`src/urrs_pkg.sv`:
```
package urrs_pkg;

    localparam int MAX_STREAMS    = 64;
    localparam int URGENCY_LEVELS = 8;
    localparam int IDX_W          = $clog2(MAX_STREAMS);
    localparam int CNT_W          = $clog2(MAX_STREAMS + 1);
    localparam int ID_W           = 62;

    localparam logic [2:0] REQ_ADD      = 3'd0;
    localparam logic [2:0] REQ_UPDATE   = 3'd1;
    localparam logic [2:0] REQ_REMOVE   = 3'd2;
    localparam logic [2:0] REQ_READY    = 3'd3;
    localparam logic [2:0] REQ_NOTREADY = 3'd4;
    localparam logic [2:0] REQ_SELECT   = 3'd5;

    localparam logic [1:0] ST_DONE    = 2'd0;
    localparam logic [1:0] ST_IGNORED = 2'd1;
    localparam logic [1:0] ST_FULL    = 2'd2;
    localparam logic [1:0] ST_NONE    = 2'd3;

    typedef struct packed {
        logic [2:0]      req_type;
        logic [ID_W-1:0] sid;
        logic [2:0]      urgency;
        logic            incremental;
    } req_t;

    typedef struct packed {
        logic [1:0]      status;
        logic [ID_W-1:0] selected_id;
    } rsp_t;

    // controller -> datapath
    typedef struct packed {
        logic load;      // capture request, clear scan results
        logic scan_clr;  // clear scan accumulators, reset index
        logic scan_step; // read one entry and advance
        logic do_write;  // apply add/update/remove/mark
        logic sel_next;  // move to next urgency level
        logic sel_commit;
        logic rsp_load;
        logic [1:0] rsp_status;
        logic rsp_use_sel;
    } ctl_t;

    // datapath -> controller
    typedef struct packed {
        logic [2:0] req_type;
        logic       id_zero;
        logic       scan_last;
        logic       found;
        logic       free_found;
        logic       lvl_any;
        logic       lvl_last;
    } sts_t;

endpackage

```
`src/urrs_ctrl.sv`:
```
module urrs_ctrl
    import urrs_pkg::*;
(
    input  logic clk,
    input  logic rst_n,
    input  logic in_valid,
    output logic in_ready,
    output logic out_valid,
    input  logic out_ready,
    input  sts_t sts,
    output ctl_t ctl
);

    localparam logic [2:0] S_IDLE  = 3'd0;
    localparam logic [2:0] S_SCAN  = 3'd1;
    localparam logic [2:0] S_DEC   = 3'd2;
    localparam logic [2:0] S_SSCAN = 3'd3;
    localparam logic [2:0] S_SDEC  = 3'd4;
    localparam logic [2:0] S_OUT   = 3'd5;
    localparam logic [2:0] S_FLUSH = 3'd6;

    logic [2:0] state_reg, state_next;
    logic       out_valid_reg, out_valid_next;
    logic       fire;

    assign in_ready  = (state_reg == S_IDLE) && !out_valid_reg;
    assign out_valid = out_valid_reg;
    assign fire      = in_valid && in_ready;

    always_comb
    begin
        state_next     = state_reg;
        out_valid_next = out_valid_reg && !out_ready;
        ctl            = '0;
        case (state_reg)
            S_IDLE:
            begin
                if (fire)
                begin
                    ctl.load   = 1'b1;
                    state_next = S_SCAN;
                end
            end
            S_SCAN:
            begin
                if (sts.req_type == REQ_SELECT)
                begin
                    state_next = S_SSCAN;
                end
                else
                begin
                    ctl.scan_step = 1'b1;
                    if (sts.scan_last)
                        state_next = S_FLUSH;
                end
            end
            // last entry read is still being evaluated
            S_FLUSH:
            begin
                if (sts.req_type == REQ_SELECT)
                    state_next = S_SDEC;
                else
                    state_next = S_DEC;
            end
            S_DEC:
            begin
                ctl.rsp_load   = 1'b1;
                ctl.rsp_status = ST_IGNORED;
                state_next     = S_OUT;
                case (sts.req_type)
                    REQ_ADD, REQ_UPDATE:
                    begin
                        if (sts.found && sts.req_type == REQ_UPDATE)
                        begin
                            ctl.do_write   = 1'b1;
                            ctl.rsp_status = ST_DONE;
                        end
                        else if (sts.id_zero || sts.found)
                            ctl.rsp_status = ST_IGNORED;
                        else if (!sts.free_found)
                            ctl.rsp_status = ST_FULL;
                        else
                        begin
                            ctl.do_write   = 1'b1;
                            ctl.rsp_status = ST_DONE;
                        end
                    end
                    REQ_REMOVE, REQ_READY, REQ_NOTREADY:
                    begin
                        if (sts.found)
                        begin
                            ctl.do_write   = 1'b1;
                            ctl.rsp_status = ST_DONE;
                        end
                    end
                    default: ;
                endcase
            end
            S_SSCAN:
            begin
                ctl.scan_step = 1'b1;
                if (sts.scan_last)
                    state_next = S_FLUSH;
            end
            S_SDEC:
            begin
                if (sts.lvl_any)
                begin
                    ctl.sel_commit  = 1'b1;
                    ctl.rsp_load    = 1'b1;
                    ctl.rsp_status  = ST_DONE;
                    ctl.rsp_use_sel = 1'b1;
                    state_next      = S_OUT;
                end
                else if (sts.lvl_last)
                begin
                    ctl.rsp_load   = 1'b1;
                    ctl.rsp_status = ST_NONE;
                    state_next     = S_OUT;
                end
                else
                begin
                    ctl.sel_next = 1'b1;
                    ctl.scan_clr = 1'b1;
                    state_next   = S_SSCAN;
                end
            end
            S_OUT:
            begin
                out_valid_next = 1'b1;
                state_next     = S_IDLE;
            end
            default: state_next = S_IDLE;
        endcase
    end

    always_ff @(posedge clk or negedge rst_n)
    begin
        if (!rst_n)
        begin
            state_reg     <= S_IDLE;
            out_valid_reg <= 1'b0;
        end
        else
        begin
            state_reg     <= state_next;
            out_valid_reg <= out_valid_next;
        end
    end

endmodule

```
`config.mk`:
```
export PLATFORM = sky130hd
export DESIGN_NAME = urrs_ctrl
export DESIGN_NICKNAME = d
export VERILOG_FILES = /design/src/urrs_pkg.sv /design/src/urrs_ctrl.sv
export SDC_FILE = /design/constraint.sdc
export NUM_CORES = 1
export LEC_CHECK = 0
export ABC_AREA = 1
export BUFFER_PORTS_ARGS = -buffer_cell sky130_fd_sc_hd__buf_2
export CAP_MARGIN = 10
export CORE_AREA = 5 5 42 44
export DETAILED_ROUTE_END_ITERATION = 6
export DIE_AREA = 0 0 47 49
export PLACE_DENSITY = 0.7
export SLEW_MARGIN = 20
export SYNTH_ARGS = -nofsm -noshare
export SYNTH_HDL_FRONTEND = slang
export SYNTH_SLANG_ARGS = --single-unit
```
`constraint.sdc`:
```
create_clock -name clk -period 1.2 [get_ports clk]
set_input_delay 0 -clock clk [delete_from_list [all_inputs] [get_ports clk]]
set_output_delay 0 -clock clk [all_outputs]
set_load 0.02 [all_outputs]
```
Yosys cells after proc, flatten, opt, wreduce, memory -nomap -nowiden:

Index checks and enable logic that the tools add are counted.

* eq/ne operators: 12
* muxes and demuxes: 32
* reduce and logical (&&, ||, !) cells: 11

Operator list (count)
* 3-bit two-way mux: 8
* 3-bit case mux with 6 select lines: 1
* 3-bit equality test, second input constant: 5
* 1-bit two-way mux: 15
* 3-bit by 2-bit equality test with 1-bit output, second input constant: 4
* 2-bit two-way mux: 4
* 3-bit by 1-bit equality test with 1-bit output, second input constant: 2
* 3-bit logical NOT: 2
* 3-bit case mux with 2 select lines: 1
* 1-bit logical AND: 4
* 1-bit case mux with 2 select lines: 2
* 2-bit case mux with 2 select lines: 1
* 3-bit OR reduction: 1
* 1-bit logical NOT: 2
* 2-bit != test, second input constant: 1
* 2-bit OR reduction: 1
* 1-bit logical OR: 1

* register bits: 4
* output and inout bits: 12

Longest topological paths before layout:

* depth after elaboration: 5
* depth in mapped cells: 6
* gate-level depth less buffers: 6

Worst setup path after synthesis:

Ideal clock, no wire load.

* path kind: register to output
* start: register state_reg[1]
* end: output port ctl[4] in the netlist's numbering
* arrival: 1.220 ns
* path slack: -0.020 ns
* stages on the path, launching flop included: 5
* buffers on the path: 1
* path through: dfrtp_1 nor2_2 nand2_2 nor2_1 buf_4

RTL lines
* start, declared: line urrs_ctrl.sv:22 `logic [2:0] state_reg, state_next;`
* start signal, assigned: line urrs_ctrl.sv:146 `state_reg <= state_next;`
* end, declared: line urrs_ctrl.sv:11 `output ctl_t ctl`

==> flow_metrics.py <==
metrics = {
    "status": {
        "status": "complete, but fails checks",
        "violations": "negative setup slack",
    },
    "logic_synthesis": {
        "ys_seq_area_frac": 0.227,
        "synth-compound-area-share": 0.0966,
        "synthMuxAreaShare": 0,
        "synth_edf_count": 0,
        "yosys_warnings": 0,
        "async_reset_ff_frac": 1.00,
        "ys_ff_latch": 4,
        "synth_xor_area_frac": 0,
        "syn_avg_cell_area_sq_um": 5.72,
        "synth_adder_area_share": 0,
        "syn_nets": 90,
        "synth_area_sq_um": 440,
        "synthCells": 77,
        "synth_top_family_by_area": "simple AND/OR/NAND/NOR gates",
        "yosys.area_share.simple": 0.511,
        "ys_types": 17,
        "ys.flop_type": "dfrtp_1",
    },
    "sta": {
        "tightest_slew_ns": 0.300,
        "slew_headroom": 0.799,
        "setup_slack_ns": -0.00567,
        "fmax_mhz": 829,
        "setup_viol": 1,
        "fin_skew_ns": 0.00138,
        "hold_violations": 0,
        "fin_tns_setup_ns": -0.00567,
        "rsz0062_at_grt": "true",
        "slew_violations": 0,
        "period_share": 1.00,
        "whs_ns": 0.0443,
        "finalCriticalPeriod_ns": 1.21,
    },
    "worst_setup_path": {
        "worstSetupStartpointType": "register",
        "cp.required_ns": 1.20,
        "path_class": "register to output pin",
        "worstPathMaxFanout": 4,
        "arrival_ns": 1.21,
        "cp-end-kind": "output pin",
    },
    "detailed_routing": {
        "drt.antenna.violating_nets": 0,
        "route.detailed.drc": 0,
        "avgViaCountPerCell": 4.69,
        "drtIter0Drc": 6,
        "firstDrtPassIters": 4,
        "vias": 581,
        "wl_per_cell_um": 10.6,
        "totalWireLength_um": 1320,
    },
    "finish": {
        "fin_nets": 123,
        "syn_to_final_growth_pct": 66.5,
        "mostFrequentLayoutCell": "nand2_1",
        "largest_reg_flops": 3,
        "drive_gt1_frac": 0.463,
        "final_cell_mix": "nand2_1 (18), buf_2 (13), nand3_1 (12), buf_4 (11), inv_1 (10)",
        "num_antenna_cells": 0,
    },
    "grt": {
        "use_met3": 0.0221,
        "grt_max_degree": 8,
        "grt_antenna_before_repair": 0,
        "grt_pass1_vias": 555,
        "grt_usage": 0.123,
        "met2_usage": 0.206,
        "busiest_layer": "met2",
        "grt-ovfl-total": 0,
        "grt_pass1_wl_um": 2150,
        "grtUsageMet1": 0.144,
    },
    "power": {
        "ir_drop_v": 0.00125,
        "powerDensity_nw_per_um2": 2140,
        "p_leak_nw": 0.414,
    },
    "clock_tree": {
        "cts-root-buf": "clkbuf_4",
        "cts_tree": "built",
        "h-tree-depth": 1,
        "cts_sinks": 4,
        "numCtsBuffers": 3,
        "clkTransAtPathRegs_ns": 0.04,
        "cts_buffer_depth": 2,
        "clock_latency_ns": 0.23,
    },
    "floorplan": {
        "die_h_um": 49,
        "initial_core_util": 0.314,
        "io_pins": 25,
        "row_count": 14,
        "die_w_um": 47,
        "die_area_sq_um": 2300,
        "core-area_sq_um": 1400,
    },
    "flow_run": {
        "maxCapViolCount": 0,
    },
    "worst_hold_path": {
        "hp-class": "primary input to register",
    },
    "placement": {
        "hpwl_um": 934,
        "place.gp.congestion": 0.765,
        "port_buffers": 24,
    },
}
## worst max-delay path, cell delays in order (launching register included)
cell and delay, ns:
dfrtp_1 0.40, nor2_4 0.18, nand2_4 0.08, nor3b_2 0.15, buf_4 0.16
## final timing paths
path | start | end | slack (ns) | cells past startpoint
worst max-delay path | state_reg[1] | ctl[9] | -0.006 | 4
worst min-delay path | in_valid | state_reg[0] | 0.04 | 3
worst max register to register | state_reg[1] | state_reg[2] | 0.12 | 6
worst min register to register | state_reg[0] | out_valid | 0.62 | 2
max in group asynchronous | rst_n | state_reg[0] | 0.98 | 2
min in group asynchronous | rst_n | state_reg[1] | 0.09 | 2
## through the flow
step / cell area [sq um] / setup slack (ns) / cells / total power [mW] / utilization
final: 733 / -0.00567 / 124 / 1.57 / 0.523
after global routing: 733 / -0.112 / 124 / 1.73 / 0.523
after CTS: 663 / -0.0197 / 123 / 1.37 / 0.473
after detailed placement: 571 / 0.123 / 115 / 1.04 / 0.407
after global placement: 571 / 0.148 / 115 / 1.04 / 0.407
after floorplan: 443 / 0.0710 / 77 / 0.835 / -
## cell usage after synthesis, types with 2 or more instances
| cell type | count | share of area |
|---|---|---|
| a21oi_2 | 2 | 0.040 |
| buf_4 | 2 | 0.034 |
| dfrtp_1 | 4 | 0.23 |
| inv_1 | 12 | 0.10 |
| inv_2 | 2 | 0.017 |
| nand2_1 | 20 | 0.17 |
| nand3_1 | 13 | 0.15 |
| nand4_1 | 2 | 0.028 |
| nor2_1 | 9 | 0.077 |
| nor2_2 | 2 | 0.028 |
| o21ai_0 | 3 | 0.034 |
## logic make-up after synthesis
logic type	after synthesis
buf+inv	17
compound gates	7
flops	4
simple gates	49
## where the power goes
| group | total, mW | switching [mW] | internal, mW |
|---|---|---|---|
| clock network | 0.163 | 0.0518 | 0.112 |
| logic | 1.12 | 0.648 | 0.476 |
| registers | 0.283 | 0.0781 | 0.205 |
## cell type report
type,instances,area [sq um]
clock buffers,3,22.5
well taps,16,20.0
repair buffers,31,224
fillers,150,668
inverters,14,55.1
multi-input cells,56,309
flip-flops and latches,4,103
## per-layer routing
| metal | wire length, um | up-vias |
|---|---|---|
| met3 | 104 | 0 |
| met2 | 708 | 20 |
| met4 | 0 | 0 |
| met1 | 506 | 257 |
| li1 | - | 304 |
| met5 | 0 | - |
## repair_timing
action / in CTS / in global routing
endpoints found under the setup margin: 10 / 10
resized for setup: 11 / 19
hold endpoints to repair: 5 / 0
pin swaps: 0 / 1
buffers inserted: 3 / 1
hold buffers: 2 / 0
Note: power is estimated with default switching activity, not from simulation.
